$ cat src/hdl/atf_pkg.sv
`timescale 1ns / 1ps
// ----------------------------------------------------------------------------
// atf_pkg
// Constants, codes and controller/datapath link types of the adaptive
// threshold area force unit.
// ----------------------------------------------------------------------------
package atf_pkg;

    localparam int FRAME_WIDTH    = 640;
    localparam int FRAME_HEIGHT   = 480;
    localparam int WARMUP_FRAMES  = 200;
    localparam int BASE_THRESHOLD = 120;

    localparam int HIST_DEPTH = 256;
    localparam int HIST_WIDTH = 19;
    localparam int DIV_NUM_W  = 52;
    localparam int DIV_DEN_W  = 32;

    localparam logic [31:0] EMA_KEEP   = 32'd16772552;  // 2^24 - 4664
    localparam logic [31:0] EMA_WEIGHT = 32'd4664;
    localparam logic [7:0]  THRESH_MIN = 8'd80;
    localparam logic [7:0]  THRESH_MAX = 8'd180;
    localparam logic [18:0] CNT_MAX    = 19'h7FFFF;
    localparam logic [26:0] SUM_MAX    = 27'h7FFFFFF;
    localparam logic [16:0] ONE_Q16    = 17'h10000;

    typedef enum logic [2:0] {
        CFG_ROI_LEFT   = 3'd0,
        CFG_ROI_TOP    = 3'd1,
        CFG_ROI_WIDTH  = 3'd2,
        CFG_ROI_HEIGHT = 3'd3,
        CFG_BASELINE   = 3'd4,
        CFG_AREA_ALPHA = 3'd5,
        CFG_GAIN_K     = 3'd6,
        CFG_OFFSET_B   = 3'd7
    } t_cfg_idx;

    typedef enum logic [2:0] {
        MUL_EMA_OLD,
        MUL_EMA_NEW,
        MUL_AREA_NEW,
        MUL_AREA_OLD,
        MUL_K_HI,
        MUL_K_LO
    } t_mul_sel;

    typedef struct packed {
        logic     accept;
        logic     hist_wr;
        logic     area_clr;
        logic     div_start;
        logic     div_thr;
        t_mul_sel mul_sel;
        logic     acc_load;
        logic     acc_shift;
        logic     ema_upd;
        logic     thr_upd;
        logic     walk;
        logic     walk_sum;
        logic     frame_clr;
        logic     sm_upd;
        logic     f_upd;
    } t_cmd;

    typedef struct packed {
        logic fend;
        logic count_nz;
        logic thr_go;
        logic div_done;
        logic walk_last;
    } t_status;

endpackage

$ cat src/hdl/atf_ctrl.sv
`timescale 1ns / 1ps
// ----------------------------------------------------------------------------
// atf_ctrl
// Controller: pixel handshake, frame-end sequence and histogram sweeps.
// ----------------------------------------------------------------------------
module atf_ctrl (
    input  logic             i_clk,
    input  logic             i_rst_n,
    input  logic             i_in_valid,
    output logic             o_in_ready,
    output logic             o_out_valid,
    input  logic             i_out_ready,
    input  atf_pkg::t_status i_status,
    output atf_pkg::t_cmd    o_cmd
);

    typedef enum logic [4:0] {
        S_CLR, S_IDLE, S_HIST, S_MEAN_GO, S_MEAN_WAIT, S_EMA1, S_EMA2, S_EMA3,
        S_THR_GO, S_THR_WAIT, S_WALK, S_WALK_END, S_SM1, S_SM2, S_SM3,
        S_F1, S_F2, S_F3, S_OUT
    } t_state;

    t_state r_state, n_state;

    always_comb begin
        n_state = r_state;
        o_cmd   = '0;
        unique case (r_state)
            S_CLR: begin
                o_cmd.walk = 1'b1;
                if (i_status.walk_last) n_state = S_IDLE;
            end
            S_IDLE: begin
                o_cmd.accept = i_in_valid;
                if (i_in_valid) n_state = S_HIST;
            end
            S_HIST: begin
                o_cmd.hist_wr  = 1'b1;
                o_cmd.area_clr = 1'b1;
                priority if (!i_status.fend) n_state = S_IDLE;
                else if (i_status.count_nz) n_state = S_MEAN_GO;
                else n_state = S_WALK;
            end
            S_MEAN_GO: begin
                o_cmd.div_start = 1'b1;
                n_state = S_MEAN_WAIT;
            end
            S_MEAN_WAIT: begin
                if (i_status.div_done) n_state = S_EMA1;
            end
            S_EMA1: begin
                o_cmd.mul_sel = atf_pkg::MUL_EMA_OLD;
                n_state = S_EMA2;
            end
            S_EMA2: begin
                o_cmd.mul_sel  = atf_pkg::MUL_EMA_NEW;
                o_cmd.acc_load = 1'b1;
                n_state = S_EMA3;
            end
            S_EMA3: begin
                o_cmd.ema_upd = 1'b1;
                n_state = S_THR_GO;
            end
            S_THR_GO: begin
                o_cmd.div_thr   = 1'b1;
                o_cmd.div_start = i_status.thr_go;
                n_state = i_status.thr_go ? S_THR_WAIT : S_WALK;
            end
            S_THR_WAIT: begin
                o_cmd.thr_upd = i_status.div_done;
                if (i_status.div_done) n_state = S_WALK;
            end
            S_WALK: begin
                o_cmd.walk     = 1'b1;
                o_cmd.walk_sum = 1'b1;
                if (i_status.walk_last) n_state = S_WALK_END;
            end
            S_WALK_END: n_state = S_SM1;
            S_SM1: begin
                o_cmd.mul_sel   = atf_pkg::MUL_AREA_NEW;
                o_cmd.frame_clr = 1'b1;
                n_state = S_SM2;
            end
            S_SM2: begin
                o_cmd.mul_sel   = atf_pkg::MUL_AREA_OLD;
                o_cmd.acc_load  = 1'b1;
                o_cmd.acc_shift = 1'b1;
                n_state = S_SM3;
            end
            S_SM3: begin
                o_cmd.sm_upd = 1'b1;
                n_state = S_F1;
            end
            S_F1: begin
                o_cmd.mul_sel = atf_pkg::MUL_K_HI;
                n_state = S_F2;
            end
            S_F2: begin
                o_cmd.mul_sel  = atf_pkg::MUL_K_LO;
                o_cmd.acc_load = 1'b1;
                n_state = S_F3;
            end
            S_F3: begin
                o_cmd.f_upd = 1'b1;
                n_state = S_OUT;
            end
            S_OUT: begin
                if (i_out_ready) n_state = S_IDLE;
            end
            default: n_state = S_CLR;
        endcase
    end

    always_ff @(posedge i_clk) begin
        if (!i_rst_n) begin
            r_state <= S_CLR;
        end else begin
            r_state <= n_state;
        end
    end

    assign o_in_ready  = r_state == S_IDLE;
    assign o_out_valid = r_state == S_OUT;

    a_accept_to_hist: assert property (@(posedge i_clk) disable iff (!i_rst_n)
        (i_in_valid && o_in_ready) |=> (r_state == S_HIST))
        else $error("accepted pixel did not reach histogram update");
    a_no_overlap: assert property (@(posedge i_clk) disable iff (!i_rst_n)
        o_out_valid |-> !o_in_ready)
        else $error("input taken while result pending");
    a_div_done_wait: assert property (@(posedge i_clk) disable iff (!i_rst_n)
        i_status.div_done |-> (r_state == S_MEAN_WAIT || r_state == S_THR_WAIT))
        else $error("divider finished outside a wait state");
    a_walk_wrap: assert property (@(posedge i_clk) disable iff (!i_rst_n)
        (r_state == S_WALK && i_status.walk_last) |=> (r_state == S_WALK_END))
        else $error("histogram sweep did not end");

endmodule

$ cat config.mk
export PLATFORM = sky130hd
export DESIGN_NAME = atf_ctrl
export DESIGN_NICKNAME = d
export VERILOG_FILES = /design/src/hdl/atf_pkg.sv /design/src/hdl/atf_ctrl.sv
export SDC_FILE = /design/constraint.sdc
export NUM_CORES = 1
export LEC_CHECK = 0
export BUFFER_PORTS_ARGS = -buffer_cell sky130_fd_sc_hd__clkbuf_2
export CAP_MARGIN = 20
export CELL_PAD_IN_SITES_DETAIL_PLACEMENT = 1
export CELL_PAD_IN_SITES_GLOBAL_PLACEMENT = 2
export CORE_AREA = 2 2 54 56
export DETAILED_ROUTE_END_ITERATION = 8
export DIE_AREA = 0 0 56 58
export MAX_ROUTING_LAYER = met4
export PLACE_DENSITY = 0.86
export SLEW_MARGIN = 20
export SYNTH_ARGS = -nofsm -noshare
export SYNTH_HDL_FRONTEND = slang
export SYNTH_SLANG_ARGS = --single-unit
$ cat constraint.sdc
create_clock -name i_clk -period 2.65 [get_ports i_clk]
set_input_delay 0.1325 -clock i_clk [delete_from_list [all_inputs] [get_ports i_clk]]
set_output_delay 0.1325 -clock i_clk [all_outputs]
set_load 0.03 [all_outputs]
==> results.toml, run 1 <==
[clock_tree]
ctsHoldBuffers = 0
clock-root-buffer = "clkbuf_4"
cts_buffer_depth = 2
cts.sinks = 5
cts_resized = 0
cts.clk_slew.worst_paths_ns = 0.05
clk_latency_ns = 0.25
cts-htree-levels = 1
cts_made_buffers = 3
tritoncts = "done"
cts_setup_buffers = 0

[critical_path]
critical-path-top-delay-family = "simple AND/OR/NAND/NOR gates"
cp.required_ns = 2.52
worstSetupEndpointType = "primary output"
critPathLaunchType = "flip-flop"
cp_cell_sequence = "or3b_4, nor3_1, and2_1, clkbuf_2"
cp.arrival_ns = 1.95
cp_slowest_cell = "dfxtp_1"
critPathMaxFanout = 18
slowest_delay_ns = 0.66
worst-path-buf-inv = 1
worstSetupPathType = "flip-flop to primary output"

[final_layout]
syn_to_final_growth_pct = 26.3
largest_register_ffs = 5
multi_input_area_um2 = 462
n_antenna_cell = 0
regMostFlops = "r_state"
seq_area_um2 = 100
nFillCells = 356
nets = 123
largestRegisters = "r_state (5)"
fin_area_um2 = 782
drive_above_1_share = 0.327

[sta]
drv_slew = 0
setup_viol_count_final = 0
rsz0062_at_grt = "false"
hold_viol = 0
relSlewSlack = 0.488
setup_tns_ns = 0
fin_crit_ns = 2.08
fmax_mhz = 481
tightest_slew_ns = 0.767
skew_ns = 0.00891
period_share = 0.784

[yosys]
synth_xor_area_frac = 0.0283
synthAdderAreaFrac = 0
synth_compound_area_frac = 0.166
synth_nets = 100
synth_cells = 91
synth-simple-area-share = 0.519
async_flop_share = 0
synth_top_family_by_area = "simple AND/OR/NAND/NOR gates"
synth_top_flop_cell = "dfxtp_1"
netlist_area_um2 = 619
ys_top_cells_by_count = "13 x nor2_1, 7 x clkbuf_1, 7 x nand2_1"
yosysUniqueCellTypes = 36
ys_seq_elements = 5
syn_area_per_cell_um2 = 6.81
yosys_warnings = 0
synthMuxAreaShare = 0.0323
synth_area_leaders = "dfxtp_1 16%, nor2_1 7.9%, nand2b_1 5.1%"
synth.most_common_cell = "nor2_1"
synth_top_area_frac = 0.162
synth_edf_count = 0
ys_seq_area_frac = 0.162
synth_top_area_cell = "dfxtp_1"

[placed_design]
dp_hpwl_um = 1460
io_buffers = 27
gp_congestion = 0.783
postPlaceCellArea_um2 = 754

[run_status]
status = "complete, no violations"

[pwr]
max-vdd-ir-drop_mv = 0.386
power.leakage_nw = 0.354
p_comb_frac = 0.597
switchingPower_w = 0.000339
p_per_area_mw_per_mm2 = 807
clkPwrFrac = 0.140
seq_power_share = 0.264
internal-power_w = 0.000292
p_sw_frac = 0.537

[die]
dieArea_mm2 = 0.00325
rows = 19
core_mm2 = 0.00266
io_pins = 28
die_h_um = 58
die_x_um = 56
start_util = 0.233

[global_route]
grt_antenna_before_repair = 0
grt_pass1_wl_um = 3140
grt_max_degree = 23
grt_overflow = 0
grt_pass1_vias = 680
grtUsageTotal = 0.126

[route]
vias_per_cell = 4.94
wirelength_um = 1950
wl_per_cell_um = 13.5
antenna_left = 0
num_vias = 711
drtIter0Drc = 14
drtPass1Iterations = 2
drc_errors = 0

[run]
maxCapViolations = 0

[worst_hold_path]
min_path_type = "primary input to flip-flop"
layout by cell type, fill, tap and decap left out, drive strengths merged, types with 2 or more instances in the layout:
cell type,count
a31oi,3
and2,2
and3b,2
buf,2
clkbuf,30
dfxtp,5
mux2i,2
nand2,7
nand2b,5
nand3b,2
nor2,13
nor3,6
nor4,4
nor4b,3
o21a,2
o21ai,5
o21bai,2
or3b,2
or4,2
xor2,2
power by group through the flow:
stage	sequential (W)	clock [W]	combinational, W
floorplan	0.000105	0	0.000354
global placement	0.000161	0	0.000370
detailed placement	0.000167	0	0.000380
CTS	0.000166	0.0000915	0.000381
global route	0.000174	0.0000971	0.000413
finish	0.000166	0.0000882	0.000377
stage by stage:
stage | total power [W] | hold slack [ns] | util | std cells | setup slack [ns]
after floorplan | 0.000459 | 0.254 | - | 91 | 0.565
after global placement | 0.000532 | 0.446 | 0.283 | 140 | 0.769
after detailed placement | 0.000547 | 0.439 | 0.283 | 140 | 0.678
after CTS | 0.000638 | 0.180 | 0.294 | 144 | 0.547
after global routing | 0.000684 | 0.225 | 0.294 | 144 | 0.443
final | 0.000631 | 0.183 | 0.294 | 144 | 0.572
cell families (layout without fill, tap and decap cells):
logic type,count (synthesis),count (layout)
xor+xnor,2,2
buf+inv,12,34
compound gates,15,15
mux,2,2
simple gates,55,55
flops,5,5
metal layers:
layer  vias to the layer above  track usage  wire [um]
met2                        14        0.218       1010
met1                       329        0.149        902
met4                         0       0.0306          0
li1                        368            -          -
met5                         -            -          0
met3                         0       0.0268         36
final timing paths:
| kind | startpoint | end | slack, ns | cells after the start |
|---|---|---|---|---|
| min | i_rst_n | r_state[4] | 0.18 | 2 |
| min reg2reg | r_state[1] | r_state[1] | 0.73 | 3 |
| max reg2reg | r_state[0] | r_state[1] | 0.67 | 4 |
| max | r_state[0] | o_cmd[16] | 0.57 | 4 |
final cells by class:
type / count / share of cell area
well taps: 31 / 0.0496
repair buffers: 29 / 0.192
flip-flops and latches: 5 / 0.128
multi-input cells: 74 / 0.590
inverters: 1 / 0.00480
clock buffers: 3 / 0.0288
clock inverters: 1 / 0.00640
worst register-to-register path, cell delays in order, from the launching register on:
cell     delay, ns
dfxtp_1       0.66
or3b_4        0.47
or4_4         0.43
nand4_1       0.16
mux2i_1       0.19
No activity file was read; power rests on OpenSTA's default activity.
==> inputs of run 2 (changes only) <==
- CORE_AREA: 2 2 54 56 -> 2 2 59 61
- DIE_AREA: 0 0 56 58 -> 0 0 61 63
- PLACE_DENSITY: 0.86 -> 0.78
- clock period: 2.65 -> 1.9 ns (I/O delays scaled with it)
==> results.toml, run 2 (synthesis results as in run 1) <==
[critical_path]
critPathLaunchType = "flip-flop"
slowest_delay_ns = 0.53
r2r_setup_slack_ns = 0.22
worst-path-buf-inv = 2
r2r_cells = 5
reg2reg_to = "r_state[1]"
cp.arrival_ns = 1.70
critical-path-top-delay-family = "simple AND/OR/NAND/NOR gates"
cp.required_ns = 1.80
cp_slowest_cell = "or4_1"
cp_cell_sequence = "buf_4, or4_1, o21ai_0, buf_2"
r2r_start = "r_state[2]"
worstSetupPathType = "flip-flop to primary output"
worstSetupEndpointType = "primary output"
critPathMaxFanout = 14

[sta]
hold_viol = 0
rsz0062_at_grt = "false"
skew_ns = 0.000727
period_share = 0.947
setup_tns_ns = 0
setup_viol_count_final = 0
relSlewSlack = 0.787
drv_slew = 0
tightest_slew_ns = 0.317
fin_hold_ws_ns = 0.162
fmax_mhz = 556
fin_crit_ns = 1.80

[clock_tree]
cts_buffer_depth = 2
cts_setup_buffers = 0
clk_latency_ns = 0.23
cts-htree-levels = 1
cts_made_buffers = 3
clock-root-buffer = "clkbuf_4"
ctsHoldBuffers = 0
cts.clk_slew.worst_paths_ns = 0.04
cts.sinks = 5
tritoncts = "done"

[final_layout]
regMostFlops = "r_state"
syn_to_final_growth_pct = 38.2
final_common_cell = "clkbuf_2"
largest_register_ffs = 5
nFillCells = 424
drive_above_1_share = 0.402
mostFrequentLayoutCells = "26 x clkbuf_2, 13 x nor2_1, 7 x nand2_1"
nets = 127
n_antenna_cell = 0
instances_no_fill = 163
largestRegisters = "r_state (5)"

[run_status]
status = "complete, no violations"

[pwr]
p_sw_frac = 0.518
p_comb_frac = 0.666
max-vdd-ir-drop_mv = 0.185
seq_power_share = 0.205
clkPwrFrac = 0.129
finalPower_w = 0.000930
switchingPower_w = 0.000482
internal-power_w = 0.000448
p_per_area_mw_per_mm2 = 1090
power.leakage_nw = 0.383

[die]
dieArea_mm2 = 0.00384
io_pins = 28
die_x_um = 61
start_util = 0.192
die_h_um = 63
core_mm2 = 0.00323
rows = 21

[route]
wl_per_cell_um = 12.5
wirelength_um = 2040
drtPass1Iterations = 4
antenna_left = 0
num_vias = 742
drc_errors = 0
vias_per_cell = 4.55
drtIter0Drc = 4

[worst_hold_path]
hp-start = "i_rst_n"
whs_endpoint = "r_state[4]"
min_path_cells = 2
min_path_type = "primary input to flip-flop"

[global_route]
grt_antenna_before_repair = 0
grt_pass1_wl_um = 3600
grt_max_degree = 18
grt_overflow = 0
grt_pass1_vias = 781
grtUsageTotal = 0.122

[run]
maxCapViolations = 0

[placed_design]
dpl.cell_count = 159
dp_hpwl_um = 1650
gp_congestion = 0.822
io_buffers = 27
## run 2: metal layers
metal | global-route usage | up-vias | share of wire
li1 | - | 382 | -
met1 | 0.157 | 338 | 0.47
met2 | 0.192 | 20 | 0.48
met3 | 0.0269 | 2 | 0.048
met4 | 0.0272 | 0 | 0.0069
met5 | - | - | 0
## run 2: how the worst max path moves through the flow
stage                from    endpoint  cells past startpoint
2_1_floorplan  r_state[3]    o_cmd[5]                      4
3_3_place_gp   r_state[0]  r_state[1]                      4
3_5_place_dp   r_state[0]  r_state[1]                      4
4_1_cts        r_state[4]   o_cmd[11]                      4
5_1_grt        r_state[1]   o_cmd[13]                      6
6_report       r_state[2]   o_cmd[11]                      4
## run 2: cell type report
type / count / area (um2) / area share
Multi-Input combinational cell: 74 / 484 / 0.566
Tap cell: 46 / 57.6 / 0.0673
Timing Repair Buffer: 33 / 180 / 0.211
Clock buffer: 4 / 26.3 / 0.0307
Sequential cell: 5 / 104 / 0.121
Inverter: 1 / 3.75 / 0.00439
## run 2: power groups by stage
stage	clock network, W	registers [W]	logic (W)
after floorplan	0	0.000147	0.000509
after global placement	0	0.000184	0.000615
after detailed placement	0	0.000188	0.000628
after CTS	0.000125	0.000186	0.000629
after global routing	0.000142	0.000197	0.000688
final	0.000120	0.000191	0.000619
## run 2: stage by stage
step | setup slack (ns) | utilization | instance area (um2)
after floorplan | 0.0154 | - | 642
after global placement | 0.225 | 0.256 | 826
after detailed placement | 0.140 | 0.256 | 826
after CTS | 0.0591 | 0.264 | 852
after global routing | 0.00608 | 0.265 | 856
final | 0.101 | 0.265 | 856
## run 2: worst register-to-register path, stage by stage, from the launching register on
cell,delay (ns)
dfxtp_1,0.49
buf_4,0.26
and3b_1,0.19
o21ai_0,0.28
nand4_1,0.19
mux2i_1,0.16
## run 2: what timing repair did
| item | in CTS | in global routing |
|---|---|---|
| resized for setup | 0 | 4 |
| endpoints found under the hold margin | 0 | 0 |
| setup endpoints to repair | 0 | 5 |
==> inputs of run 3 (changes only) <==
- ABC_AREA: not set -> 1
- CORE_AREA: 2 2 59 61 -> 2 2 56 58
- DIE_AREA: 0 0 61 63 -> 0 0 58 60
- PLACE_DENSITY: 0.78 -> 0.87
- clock period: 1.9 -> 2.3 ns (I/O delays scaled with it)
==> results.toml, run 3 <==
[run_status]
status = "complete, no violations"

[global_route]
grt_pass1_wl_um = 3240
grtUsageTotal = 0.125
grt_antenna_before_repair = 0
grt_overflow = 0
grt_max_degree = 17
grt_pass1_vias = 744

[final_layout]
largestRegisters = "r_state (5)"
nFillCells = 393
multi_input_area_um2 = 454
instances_no_fill = 171
nets = 148
regMostFlops = "r_state"
seq_area_um2 = 100
mostFrequentLayoutCells = "27 x clkbuf_2, 23 x nand2_1, 15 x nor2_1"
syn_to_final_growth_pct = 26.2
final_common_cell = "clkbuf_2"
drive_above_1_share = 0.399
final_util = 0.287
largest_register_ffs = 5
n_antenna_cell = 0

[clock_tree]
cts_buffer_depth = 2
cts_made_buffers = 3
ctsHoldBuffers = 0
tritoncts = "done"
clock-root-buffer = "clkbuf_4"
cts_resized = 0
cts.clk_slew.worst_paths_ns = 0.04
cts-htree-levels = 1
cts.sinks = 5
cts_setup_buffers = 0
clk_latency_ns = 0.23

[die]
die_x_um = 58
core_mm2 = 0.00290
rows = 20
io_pins = 28
dieArea_mm2 = 0.00348
start_util = 0.227
die_h_um = 60

[sta]
hold_viol = 0
rsz0062_at_grt = "false"
drv_slew = 0
fin_crit_ns = 1.70
tightest_slew_ns = 0.375
fin_hold_ws_ns = 0.193
fmax_mhz = 588
period_share = 0.739
setup_tns_ns = 0
setup_viol_count_final = 0
relSlewSlack = 0.750
skew_ns = 0.00211

[yosys]
netlist_area_um2 = 659
synth_top_area_frac = 0.152
synth_area_leaders = "dfxtp_1 15%, nand2_1 13%, nor2_1 8.5%"
async_flop_share = 0
synthAdderAreaFrac = 0
synth-simple-area-share = 0.590
synth.most_common_cell = "nand2_1"
ys_seq_area_frac = 0.152
synth_top_family_by_area = "simple AND/OR/NAND/NOR gates"
yosysUniqueCellTypes = 26
synth_top_area_cell = "dfxtp_1"
synthMuxAreaShare = 0
ys_top_cells_by_count = "23 x nand2_1, 15 x nor2_1, 13 x inv_1"
yosys_warnings = 0
synth_nets = 119
synth_top_flop_cell = "dfxtp_1"
synth_xor_area_frac = 0
synth_edf_count = 0
synth_cells = 110
syn_area_per_cell_um2 = 5.99
synth_compound_area_frac = 0.0987
ys_seq_elements = 5

[critical_path]
r2r_setup_slack_ns = 0.86
cp.arrival_ns = 1.59
critPathLaunchType = "flip-flop"
cp.required_ns = 2.18
critPathMaxFanout = 7
worstSetupEndpointType = "primary output"
worstSetupPathType = "flip-flop to primary output"

[route]
drtIter0Drc = 8
wirelength_um = 1940
drtPass1Iterations = 5
num_vias = 787
drc_errors = 0
wl_per_cell_um = 11.4
vias_per_cell = 4.60
antenna_left = 0

[pwr]
p_per_area_mw_per_mm2 = 863
power.leakage_nw = 0.480
max-vdd-ir-drop_mv = 0.413
finalPower_w = 0.000718

[worst_hold_path]
min_path_type = "primary input to flip-flop"

[placed_design]
io_buffers = 27
dpl.cell_count = 167
gp_congestion = 0.798
dp_hpwl_um = 1660

[run]
maxCapViolations = 0
run 3: cell types whose count changed after synthesis, moves of 5 or more:
cell	previous run	this run
nand2b_1	5	0
nor3_1	6	1
nand3_1	1	9
inv_2	0	6
nand2_1	7	23
clkbuf_1	7	0
inv_1	1	13
run 3: final timing paths:
check             start         end  cells past startpoint
max          r_state[0]    o_cmd[8]                      5
min             i_rst_n  r_state[0]                      3
max reg2reg  r_state[4]  r_state[1]                      9
min reg2reg  r_state[1]  r_state[1]                      2
run 3: critical path, stage by stage, from the launching register on:
cell,delay (ns)
dfxtp_1,0.37
nor2_2,0.35
nand3_1,0.18
nand2_1,0.14
or2_1,0.11
clkbuf_2,0.19
run 3: final cells by class:
class,count,area share
multi-input cells,82,0.546
well taps,33,0.0496
flip-flops and latches,5,0.120
repair buffers,27,0.162
inverters,20,0.0902
clock buffers,4,0.0316
run 3: cells by family after synthesis:
kind of cell           after synthesis
AOI/OAI and AO/OA                   10
buffers and inverters               23
DFF                                  5
and+or+nand+nor                     72
run 3: power by group:
| part | total (W) | internal (W) | switching (W) | leakage [nW] |
|---|---|---|---|---|
| Combinational | 0.000474 | 0.000143 | 0.000331 | 0.424 |
| Sequential | 0.000147 | 0.000105 | 0.0000413 | 0.0407 |
| Clock | 0.0000965 | 0.0000653 | 0.0000312 | 0.0150 |
| Total | 0.000718 | 0.000314 | 0.000404 | 0.480 |
run 3: per-stage QoR:
step / setup WS, ns / instance area (um2)
floorplan: 0.611 / 659
global placement: 0.840 / 806
detailed placement: 0.830 / 806
CTS: 0.574 / 832
global route: 0.423 / 832
finish: 0.600 / 832
run 3: metal layers:
layer	global-route usage	share of wire
met3	0.0238	0.030
met5	-	0
met1	0.158	0.48
met4	0.0332	0.012
met2	0.205	0.47
